===== src/sv/imufp_pkg.sv =====
`default_nettype none

package imufp_pkg;

  // Payload store depth and derived widths
  localparam int MAX_PAYLOAD = 28;
  localparam int IDX_W       = $clog2(MAX_PAYLOAD + 1);
  localparam int ADDR_W      = $clog2(MAX_PAYLOAD);

  // Frame bytes
  localparam logic [7:0] SYNC_A = 8'h55;
  localparam logic [7:0] SYNC_B = 8'hAF;
  localparam logic [7:0] ID_ATT = 8'h01;
  localparam logic [7:0] ID_RAW = 8'h03;

  // Result kinds
  localparam logic KIND_ATT = 1'b0;
  localparam logic KIND_RAW = 1'b1;

  // Result tdata width: roll, pitch, yaw total, three accel, three gyro words
  localparam int OUT_W = 160;

  typedef enum logic [2:0] {
    PH_SYNC1 = 3'd0,
    PH_SYNC2 = 3'd1,
    PH_ID    = 3'd2,
    PH_LEN   = 3'd3,
    PH_DATA  = 3'd4,
    PH_CSUM  = 3'd5
  } phase_t;

endpackage

`default_nettype wire


===== src/sv/imu_frame_parser_attitude_decode.sv =====
// Inertial sensor frame parser with attitude decode.
// Input channel (in_*): one received serial byte per beat on in_tdata.
// Frames are 0x55, 0x55 or 0xAF, id, length (0..28), payload, checksum;
// the checksum is the low byte of the sum of all earlier frame bytes.
// Result channel (out_*): one beat per good frame with id 1 (attitude:
// roll, pitch, unwrapped 32-bit yaw total) or id 3 (accel and gyro words).
// out_tuser carries the kind: 0 attitude, 1 raw inertial.
// Latency: the result beat is valid the cycle after its checksum byte is
// taken. Throughput: one byte per cycle; the only stall on the input is a
// checksum byte arriving while a previous result is still held in the
// output register and out_tready is low. All other bytes are taken
// regardless of the output side.
// Reset (rst_n low, synchronous): parser waits for a first sync byte, the
// payload store and yaw history are cleared, and no result is pending.
// A frame with fewer payload bytes than it decodes (6 for attitude, 12 for
// raw inertial) decodes stale bytes from earlier frames (zero after reset).

`default_nettype none

module imu_frame_parser_attitude_decode (
  input  wire logic                        clk,
  input  wire logic                        rst_n,
  input  wire logic                        in_tvalid,
  output      logic                        in_tready,
  input  wire logic [7:0]                  in_tdata,   // [7:0] rx_byte
  output      logic                        out_tvalid,
  input  wire logic                        out_tready,
  // [15:0] roll_angle, [31:16] pitch_angle, [63:32] yaw_total,
  // [79:64] accel_x, [95:80] accel_y, [111:96] accel_z,
  // [127:112] gyro_x, [143:128] gyro_y, [159:144] gyro_z
  output      logic [imufp_pkg::OUT_W-1:0] out_tdata,
  output      logic                        out_tuser   // [0] frame_kind
);

  localparam logic signed [17:0] HALF_TURN = 18'sd32768;
  localparam logic signed [17:0] FULL_TURN = 18'sd65536;

  // Parser state
  imufp_pkg::phase_t               phase_r, phase_nxt;
  logic [7:0]                      sum_r, sum_nxt;
  logic [7:0]                      id_r, id_nxt;
  logic [imufp_pkg::IDX_W-1:0]     len_r, len_nxt;
  logic [imufp_pkg::IDX_W-1:0]     idx_r, idx_nxt;
  logic [7:0]                      pay_r [imufp_pkg::MAX_PAYLOAD];
  logic                            st_we;
  logic                            emit;

  // Yaw history
  logic                            yaw_seen_r;
  logic [15:0]                     last_yaw_r;
  logic [31:0]                     yaw_sum_r, yaw_sum_nxt;

  // Result register
  logic                            out_valid_r;
  logic                            out_kind_r;
  logic [imufp_pkg::OUT_W-1:0]     out_data_r;

  logic                            in_fire;
  logic [15:0]                     cur_yaw;
  logic signed [17:0]              yaw_diff, yaw_delta;
  logic                            len_ok;
  logic [imufp_pkg::IDX_W-1:0]     idx_inc;

  // Only a checksum byte can produce a result, so only it waits on the output
  assign in_tready = (phase_r != imufp_pkg::PH_CSUM) || !out_valid_r || out_tready;
  assign in_fire   = in_tvalid && in_tready;

  assign len_ok  = {1'b0, in_tdata} <= 9'(imufp_pkg::MAX_PAYLOAD);
  assign idx_inc = idx_r + 1'b1;

  // Next phase
  always_comb begin
    phase_nxt = phase_r;
    if (in_fire) begin
      unique case (phase_r)
        imufp_pkg::PH_SYNC2: begin
          if (in_tdata == imufp_pkg::SYNC_A || in_tdata == imufp_pkg::SYNC_B) begin
            phase_nxt = imufp_pkg::PH_ID;
          end else begin
            phase_nxt = imufp_pkg::PH_SYNC1;
          end
        end
        imufp_pkg::PH_ID: phase_nxt = imufp_pkg::PH_LEN;
        imufp_pkg::PH_LEN: begin
          if (!len_ok) begin
            phase_nxt = imufp_pkg::PH_SYNC1;
          end else if (in_tdata == 8'd0) begin
            phase_nxt = imufp_pkg::PH_CSUM;
          end else begin
            phase_nxt = imufp_pkg::PH_DATA;
          end
        end
        imufp_pkg::PH_DATA: begin
          if (idx_inc >= len_r) begin
            phase_nxt = imufp_pkg::PH_CSUM;
          end
        end
        imufp_pkg::PH_CSUM: phase_nxt = imufp_pkg::PH_SYNC1;
        default: begin
          if (in_tdata == imufp_pkg::SYNC_A) begin
            phase_nxt = imufp_pkg::PH_SYNC2;
          end else begin
            phase_nxt = imufp_pkg::PH_SYNC1;
          end
        end
      endcase
    end
  end

  // Per-phase datapath controls
  always_comb begin
    sum_nxt = sum_r;
    id_nxt  = id_r;
    len_nxt = len_r;
    idx_nxt = idx_r;
    st_we   = 1'b0;
    emit    = 1'b0;
    if (in_fire) begin
      unique case (phase_r)
        imufp_pkg::PH_SYNC2: begin
          if (in_tdata == imufp_pkg::SYNC_A || in_tdata == imufp_pkg::SYNC_B) begin
            sum_nxt = sum_r + in_tdata;
          end
        end
        imufp_pkg::PH_ID: begin
          id_nxt  = in_tdata;
          sum_nxt = sum_r + in_tdata;
        end
        imufp_pkg::PH_LEN: begin
          if (len_ok) begin
            len_nxt = in_tdata[imufp_pkg::IDX_W-1:0];
            sum_nxt = sum_r + in_tdata;
            idx_nxt = '0;
          end
        end
        imufp_pkg::PH_DATA: begin
          st_we   = idx_r < imufp_pkg::IDX_W'(imufp_pkg::MAX_PAYLOAD);
          idx_nxt = idx_inc;
          sum_nxt = sum_r + in_tdata;
        end
        imufp_pkg::PH_CSUM: begin
          emit = (sum_r == in_tdata)
                 && (id_r == imufp_pkg::ID_ATT || id_r == imufp_pkg::ID_RAW);
        end
        default: begin
          if (in_tdata == imufp_pkg::SYNC_A) begin
            sum_nxt = in_tdata;
          end
        end
      endcase
    end
  end

  // Parser registers
  always_ff @(posedge clk) begin
    if (!rst_n) begin
      phase_r <= imufp_pkg::PH_SYNC1;
      sum_r   <= '0;
      id_r    <= '0;
      len_r   <= '0;
      idx_r   <= '0;
    end else begin
      phase_r <= phase_nxt;
      sum_r   <= sum_nxt;
      id_r    <= id_nxt;
      len_r   <= len_nxt;
      idx_r   <= idx_nxt;
    end
  end

  // Payload store, cleared at reset
  for (genvar i = 0; i < imufp_pkg::MAX_PAYLOAD; i++) begin : g_pay
    always_ff @(posedge clk) begin
      if (!rst_n) begin
        pay_r[i] <= '0;
      end else if (st_we && idx_r[imufp_pkg::ADDR_W-1:0] == imufp_pkg::ADDR_W'(i)) begin
        pay_r[i] <= in_tdata;
      end
    end
  end

  // Yaw unwrap: delta folded into one half turn either way
  assign cur_yaw  = {pay_r[5], pay_r[4]};
  assign yaw_diff = $signed({{2{cur_yaw[15]}}, cur_yaw})
                    - $signed({{2{last_yaw_r[15]}}, last_yaw_r});

  always_comb begin
    if (yaw_diff > HALF_TURN) begin
      yaw_delta = yaw_diff - FULL_TURN;
    end else if (yaw_diff < -HALF_TURN) begin
      yaw_delta = yaw_diff + FULL_TURN;
    end else begin
      yaw_delta = yaw_diff;
    end
    if (!yaw_seen_r) begin
      yaw_sum_nxt = '0;
    end else begin
      yaw_sum_nxt = yaw_sum_r + {{14{yaw_delta[17]}}, yaw_delta};
    end
  end

  always_ff @(posedge clk) begin
    if (!rst_n) begin
      yaw_seen_r <= 1'b0;
      last_yaw_r <= '0;
      yaw_sum_r  <= '0;
    end else if (emit && id_r == imufp_pkg::ID_ATT) begin
      yaw_seen_r <= 1'b1;
      last_yaw_r <= cur_yaw;
      yaw_sum_r  <= yaw_sum_nxt;
    end
  end

  // Result register
  always_ff @(posedge clk) begin
    if (!rst_n) begin
      out_valid_r <= 1'b0;
    end else if (emit) begin
      out_valid_r <= 1'b1;
    end else if (out_tready) begin
      out_valid_r <= 1'b0;
    end
  end

  always_ff @(posedge clk) begin
    if (emit) begin
      if (id_r == imufp_pkg::ID_ATT) begin
        out_kind_r <= imufp_pkg::KIND_ATT;
        out_data_r <= {96'd0, yaw_sum_nxt, pay_r[3], pay_r[2], pay_r[1], pay_r[0]};
      end else begin
        out_kind_r <= imufp_pkg::KIND_RAW;
        out_data_r <= {pay_r[11], pay_r[10], pay_r[9], pay_r[8], pay_r[7], pay_r[6],
                       pay_r[5], pay_r[4], pay_r[3], pay_r[2], pay_r[1], pay_r[0],
                       64'd0};
      end
    end
  end

  assign out_tvalid = out_valid_r;
  assign out_tdata  = out_data_r;
  assign out_tuser  = out_kind_r;

  // A byte outside the checksum phase never creates a result
  a_no_spurious: assert property (@(posedge clk) disable iff (!rst_n)
    (in_fire && phase_r != imufp_pkg::PH_CSUM && !out_valid_r) |=> !out_valid_r)
    else $error("result raised by a non-checksum byte");

  // While collecting payload the index stays below the frame length
  a_idx_range: assert property (@(posedge clk) disable iff (!rst_n)
    (phase_r == imufp_pkg::PH_DATA) |-> (idx_r < len_r))
    else $error("payload index past frame length");

  // Raw inertial results carry no attitude words
  a_raw_zero: assert property (@(posedge clk) disable iff (!rst_n)
    (out_valid_r && out_kind_r == imufp_pkg::KIND_RAW) |-> (out_data_r[63:0] == 64'd0))
    else $error("attitude fields set on a raw inertial result");

endmodule

`default_nettype wire

===== config.mk =====
export PLATFORM = sky130hd
export DESIGN_NAME = imu_frame_parser_attitude_decode
export DESIGN_NICKNAME = d
export VERILOG_FILES = /design/src/sv/imufp_pkg.sv /design/src/sv/imu_frame_parser_attitude_decode.sv
export SDC_FILE = /design/constraint.sdc
export NUM_CORES = 1
export LEC_CHECK = 0
export ABC_AREA = 0
export CAP_MARGIN = 20
export CORE_ASPECT_RATIO = 1.4
export CORE_MARGIN = 2
export CORE_UTILIZATION = 45
export DETAILED_ROUTE_END_ITERATION = 12
export DONT_BUFFER_PORTS = 1
export PLACE_DENSITY = 0.69
export SYNTH_ARGS = -nofsm -noshare
export SYNTH_HDL_FRONTEND = slang
export SYNTH_SLANG_ARGS = --single-unit

===== constraint.sdc =====
create_clock -name clk -period 31.4 [get_ports clk]
set_input_delay 6.28 -clock clk [delete_from_list [all_inputs] [get_ports clk]]
set_output_delay 6.28 -clock clk [all_outputs]
set_load 0.03 [all_outputs]

==> results of run 1 <==
==> path summary, 6_finish.rpt <==
path                                      end                  startpoint  slack [ps]  depth (start not counted)
setup / recovery                    in_tready                  out_tready       18310                          1
hold reg to reg    last_yaw_r[5]$_SDFFE_PN0P_  last_yaw_r[5]$_SDFFE_PN0P_         460                          2
hold / removal     last_yaw_r[5]$_SDFFE_PN0P_  last_yaw_r[5]$_SDFFE_PN0P_         460                          2
setup reg to reg  out_tdata[63]$_SDFFCE_PP0P_   pay_r[2][0]$_SDFFCE_PN0P_       25210                         21
==> registers in the layout, summed over array words and instances (netlist names) <==
| name | count |
|---|---|
| yaw_sum_r | 32 |
| len_r | 5 |
| idx_r | 5 |
| out_tvalid | 1 |
| sum_r | 8 |
| out_tdata | 160 |
| pay_r | 96 |
| out_tuser | 1 |
| yaw_seen_r | 1 |
| id_r | 8 |
| phase_r | 3 |
| last_yaw_r | 16 |
==> routing by layer <==
| metal | vias up | GRT usage [%] | part of all wire [%] |
|---|---|---|---|
| li1 | 4850 | - | - |
| met3 | 51 | 2.96 | 4.6 |
| met5 | - | 0 | 0 |
| met2 | 236 | 33.2 | 51 |
| met1 | 4777 | 22.3 | 41 |
| met4 | 0 | 6.14 | 2.5 |
==> cells by family (layout without fill, tap and decap cells) <==
kind of cell,count (synthesis),after routing
simple gates,548,548
flops,336,336
compound gates,259,259
buf+inv,120,124
fa+ha+maj,66,66
xor+xnor,44,44
mux,6,6
==> where the power goes <==
group	switching, W	internal, W
sequential	0.00000209	0.000480
combinational	0.0000212	0.0000130
clock	0.000163	0.000230
total	0.000186	0.000723
==> through the flow <==
step,hold slack [ps],total power [W],util (%)
6_report,457,0.000909,50.2
5_1_grt,477,0.000939,50.2
4_1_cts,459,0.000917,50.0
3_5_place_dp,450,0.000525,46.9
3_3_place_gp,440,0.000524,46.8
2_1_floorplan,432,0.000519,-
==> cell usage after synthesis (all sizes together), types with 7 or more instances <==
master,instances
edfxtp,257
and2,223
nor2,113
nand2,95
a21oi,82
dfxtp,79
ha,63
clkbuf,62
inv,51
o21ai,49
xnor2,31
nor3,27
a21o,22
a22oi,22
nand3,22
a211oi,13
and3,13
xor2,13
nand2b,8
nor2b,8
o211ai,8
o21bai,8
buf,7
nand4,7
nor4,7
o21a,7
==> layout make-up <==
cell class              instances  area, um^2  share of cell area [%]
clock buffers                  35         791                    4.60
clock inverters                22         272                    1.58
inverters                      51         191                    1.11
multi-input cells             923        5930                    34.5
flip-flops and latches        336        9300                    54.1
well taps                     451         564                    3.28
repair buffers                 16         129                   0.750
==> flow_metrics.env, run 1 <==
export IMPL_status="finished, final reports clean"
export IMPL_synthMuxAreaShare_pct=0.383
export IMPL_cts_made_buffers=31
export IMPL_number_of_buffers_and_inverters_on_the_critical_path=0
export IMPL_routability_driven_placement_congestion_ratio=0.875
export IMPL_final_min_period_over_clock_period_pct=41.7
export IMPL_grt_pass1_vias=9916
export IMPL_dpl_instance_area_um2=16100
export IMPL_layout_cells_most_common="edfxtp_1"
export IMPL_stdcell_count=1834
export IMPL_grt_first_pass_wirelength_um=53300
export IMPL_synth_compound_area_share_pct=10.7
export IMPL_drt_first_iter_violations=616
export IMPL_worst_endpoint_required_ps=25120
export IMPL_antenna_found_initial=0
export IMPL_synth_flop_cell="edfxtp_1"
export IMPL_finalMaxSlewViolations=0
export IMPL_port_buffers=0
export IMPL_critPathArrivalTime_ps=6810
export IMPL_clock_path_buffers=3
export IMPL_place_inst=1769
export IMPL_routed_wl_um=33300
export IMPL_die_width_um=162
export IMPL_synth_top_family_by_area="simple AND/OR/NAND/NOR gates"
export IMPL_yosys_area_share_simple_pct=18.7
export IMPL_cts_htree_levels=1
export IMPL_power_leakage_nw=6.17
export IMPL_start_kind="input pin"
export IMPL_design_final_nets=1437
export IMPL_worstSkewPairLatency_ps=570
export IMPL_antenna_cells_inserted=0
export IMPL_io_pins=175
export IMPL_clockRootBuffer="clkbuf_16"
export IMPL_crit_path_max_fanout=2
export IMPL_postSynthAreaPerCell_um2=11.4
export IMPL_post_synth_fa_ha_maj_area_fraction_pct=5.41
export IMPL_drt_drc_violations_left=0
export IMPL_power_per_cell_area_nw_per_um2=52.9
export IMPL_syn2layout_area_growth_pct=9.48
export IMPL_grt_use_total_pct=18.4
export IMPL_layout_drive_gt1_share_pct=6.29
export IMPL_most_common_layout_cells="edfxtp_1, and2_1, nor2_1, nand2_1, a21oi_1"
export IMPL_async_flop_share_pct=0
export IMPL_cell_rows=80
export IMPL_netlist_instances=1379
export IMPL_fillCellCount=2995
export IMPL_timing_max_slew_rel_slack_pct=26.7
export IMPL_numClockSinks=336
export IMPL_place_ws_ps=18310
export IMPL_fin_area_um2=17200
export IMPL_mappedNetlistNets=1457
export IMPL_fin_worst_skew_ps=9.59
export IMPL_synth_area_leaders="edfxtp_1, dfxtp_1, and2_1"
export IMPL_path_clk_slew_ps=60
export IMPL_peakVddDrop_v=0.0000414
export IMPL_slowest_stage="or3b_1"
export IMPL_setup_viol=0
export IMPL_slowest_cell_delay_on_critical_path_ps=530
export IMPL_final_count_of_hold_timing_violations=0
export IMPL_setup_repair_after_global_routing_missed_its_margin="false"
export IMPL_core_um2=34200
export IMPL_slew_at_the_pin_closest_to_its_max_slew_limit_ps=1090
export IMPL_layout_min_cycle_time_ps=13090
export IMPL_critPathCaptureType="output pin"
export IMPL_post_cts_setup_buffer_count=0
export IMPL_synth_edf_count=257
export IMPL_setup_tns_ps=0
export IMPL_drv_max_cap_violation_count=0
export IMPL_yosys_register_bits=336
export IMPL_die_h_um=225
export IMPL_min_delay_path_class="flip-flop to flip-flop"
export IMPL_firstDrtPassIters=5
export IMPL_cts_hold_buf=0
export IMPL_path_delay_family="simple AND/OR/NAND/NOR gates"
export IMPL_crit_type="input pin to output pin"
export IMPL_worst_slack_ps=18310
export IMPL_routed_wire_length_per_instance_um=18.1
export IMPL_grt_ovfl_total=0
export IMPL_post_cts_resized_instances=0
export IMPL_synth_top_area_share_pct=49.2
export IMPL_dp_final_hpwl_um=22600
export IMPL_xor_xnor_portion_of_the_synthesized_cell_area_pct=2.62
export IMPL_synth_top_cell_by_area="edfxtp_1"
export IMPL_ant_nets=0
export IMPL_yosys_warnings=0
export IMPL_die_ar_um2=36400
export IMPL_count_of_distinct_cell_types_in_the_synthesized_netlist=72
export IMPL_grt_start_max_net_pins=78
export IMPL_synth_area_um2=15700
export IMPL_max_freq_ghz=0.0764
export IMPL_timing_critical_path_cells="or3b_1"
export IMPL_start_util_pct=45.8
export IMPL_fraction_of_the_yosys_area_taken_by_sequential_cells_pct=59.3
export IMPL_tritoncts="yes"
export IMPL_vias_per_cell=5.41
export IMPL_dr_total_vias=9914
Note: power is estimated with default switching activity, not from simulation.
==> run 2, diff against run 1 <==
- PLACE_DENSITY: 0.69 -> 0.71
- clock period: 31.4 -> 11.7 ns (I/O delays scaled with it)
==> run 2 against run 1 <==
First-iteration DRC count shrank 3.6%. Clock power is 150% higher. Routed wire length up 0.79%. Register-to-register slack lost 19000 ps. Count of clock-buffer cells in the layout increased by 1. Power grew to 2.6 times the previous value. Highest routed layer unchanged. Via count about the same.
==> flow_metrics.env, run 2 (same netlist as run 1, synthesis figures left out) <==
export IMPL_critPathArrivalTime_ps=6120
export IMPL_power_leakage_nw=5.98
export IMPL_die_h_um=225
export IMPL_critPathCaptureType="flip-flop"
export IMPL_port_buffers=0
export IMPL_setup_worst_path_start="pay_r[2][0]$_SDFFCE_PN0P_"
export IMPL_layout_cells_most_common="edfxtp_1"
export IMPL_layout_min_cycle_time_ps=5830
export IMPL_max_freq_ghz=0.172
export IMPL_dr_total_vias=9920
export IMPL_dp_final_hpwl_um=23300
export IMPL_routability_driven_placement_congestion_ratio=0.863
export IMPL_worst_slack_ps=5870
export IMPL_start_util_pct=45.8
export IMPL_worstSkewPairLatency_ps=570
export IMPL_final_core_util_pct=49.9
export IMPL_slew_at_the_pin_closest_to_its_max_slew_limit_ps=1130
export IMPL_antenna_found_initial=0
export IMPL_vias_per_cell=5.41
export IMPL_tritoncts="yes"
export IMPL_crit_path_max_fanout=15
export IMPL_routed_wl_um=33500
export IMPL_whs_ps=457
export IMPL_grt_start_max_net_pins=78
export IMPL_start_kind="flip-flop"
export IMPL_largest_reg_flops=160
export IMPL_setup_tns_ps=0
export IMPL_antenna_cells_inserted=0
export IMPL_crit_type="flip-flop to flip-flop"
export IMPL_timing_max_slew_rel_slack_pct=24.0
export IMPL_io_pins=175
export IMPL_clock_path_buffers=3
export IMPL_post_cts_setup_buffer_count=0
export IMPL_worst_endpoint_required_ps=11990
export IMPL_drt_first_iter_violations=594
export IMPL_finalMaxSlewViolations=0
export IMPL_grt_use_total_pct=18.4
export IMPL_fin_worst_skew_ps=19.0
export IMPL_path_clk_slew_ps=70
export IMPL_cell_rows=80
export IMPL_clockRootBuffer="clkbuf_16"
export IMPL_peakVddDrop_v=0.000101
export IMPL_stdcell_count=1832
export IMPL_cts_made_buffers=31
export IMPL_syn2layout_area_growth_pct=8.83
export IMPL_setup_repair_after_global_routing_missed_its_margin="false"
export IMPL_setup_reg_to_reg_worst_slack_ps=5870
export IMPL_post_cts_resized_instances=0
export IMPL_hp_start="id_r[7]$_SDFFE_PN0P_"
export IMPL_final_count_of_hold_timing_violations=0
export IMPL_place_inst=1770
export IMPL_worst_r2r_startpoint="pay_r[2][0]$_SDFFCE_PN0P_"
export IMPL_design_final_nets=1435
export IMPL_grt_first_pass_wirelength_um=52900
export IMPL_routed_wire_length_per_instance_um=18.3
export IMPL_grt_ovfl_total=0
export IMPL_grt_pass1_vias=9790
export IMPL_layout_drive_gt1_share_pct=6.30
export IMPL_status="finished, final reports clean"
export IMPL_place_ws_ps=5300
export IMPL_cts_hold_buf=0
export IMPL_ant_nets=0
export IMPL_die_ar_um2=36400
export IMPL_cts_htree_levels=1
export IMPL_drv_max_cap_violation_count=0
export IMPL_core_um2=34200
export IMPL_firstDrtPassIters=5
export IMPL_setup_viol=0
export IMPL_final_min_period_over_clock_period_pct=49.8
export IMPL_power_per_cell_area_nw_per_um2=139
export IMPL_numClockSinks=336
export IMPL_most_common_layout_cells="edfxtp_1, and2_1, nor2_1, nand2_1, a21oi_1"
export IMPL_min_delay_path_class="flip-flop to flip-flop"
export IMPL_drt_drc_violations_left=0
export IMPL_die_width_um=162
-- run 2: cell types whose count changed in the layout (fill, tap and decap cells not counted), sizes merged --
cell / delta
clkinv: -3
bufinv: -4
inv: +4
clkinvlp: +2
clkbuf: +4
buf: -5
-- run 2: power breakdown --
part	leakage (nW)	internal (W)	switching, W
Clock	0.466	0.000535	0.000446
Sequential	2.94	0.00129	0.00000600
Combinational	2.57	0.0000350	0.0000565
-- run 2: worst paths after layout --
check	end	cells after the start
worst max-delay path	out_tdata[63]$_SDFFCE_PP0P_	21
worst min register to register	id_r[7]$_SDFFE_PN0P_	2
worst max register to register	out_tdata[63]$_SDFFCE_PP0P_	21
worst min-delay path	id_r[7]$_SDFFE_PN0P_	2
-- run 2: routing by layer --
metal | share of wire, % | track usage, % | vias up
li1 | - | - | 4858
met4 | 3.3 | 7.08 | 0
met5 | 0 | 0 | -
met2 | 51 | 33.2 | 291
met3 | 5.1 | 2.80 | 65
met1 | 40 | 22.0 | 4706
-- run 2: per-stage QoR --
stage,instance area [um^2],power [W]
floorplan,15700,0.00139
global placement,16000,0.00141
detailed placement,16100,0.00141
CTS,17000,0.00239
global route,17100,0.00244
finish,17100,0.00237
-- run 2: worst max-delay path, cell delays in order, from the launching register on --
cell	delay (ps)
edfxtp_1	390
inv_1	100
ha_1	200
inv_1	60
fa_1	430
a21oi_2	170
o22ai_1	170
or3_1	360
a211o_1	290
or4_4	440
nor4_4	320
nor3_4	180
ha_1	440
and3_1	230
nand2_1	80
a2111oi_0	650
o2111ai_1	240
a21oi_1	240
o21ai_1	180
xnor2_4	170
xnor2_1	160
nor2_1	50
-- run 2: cell type report --
type / count / area (um^2)
Clock buffer: 36 / 795
Sequential cell: 336 / 9300
Timing Repair Buffer: 14 / 110
Clock inverter: 21 / 184
Inverter: 51 / 191
Fill cell: 3028 / 17200
Multi-Input combinational cell: 923 / 5930
Tap cell: 451 / 564
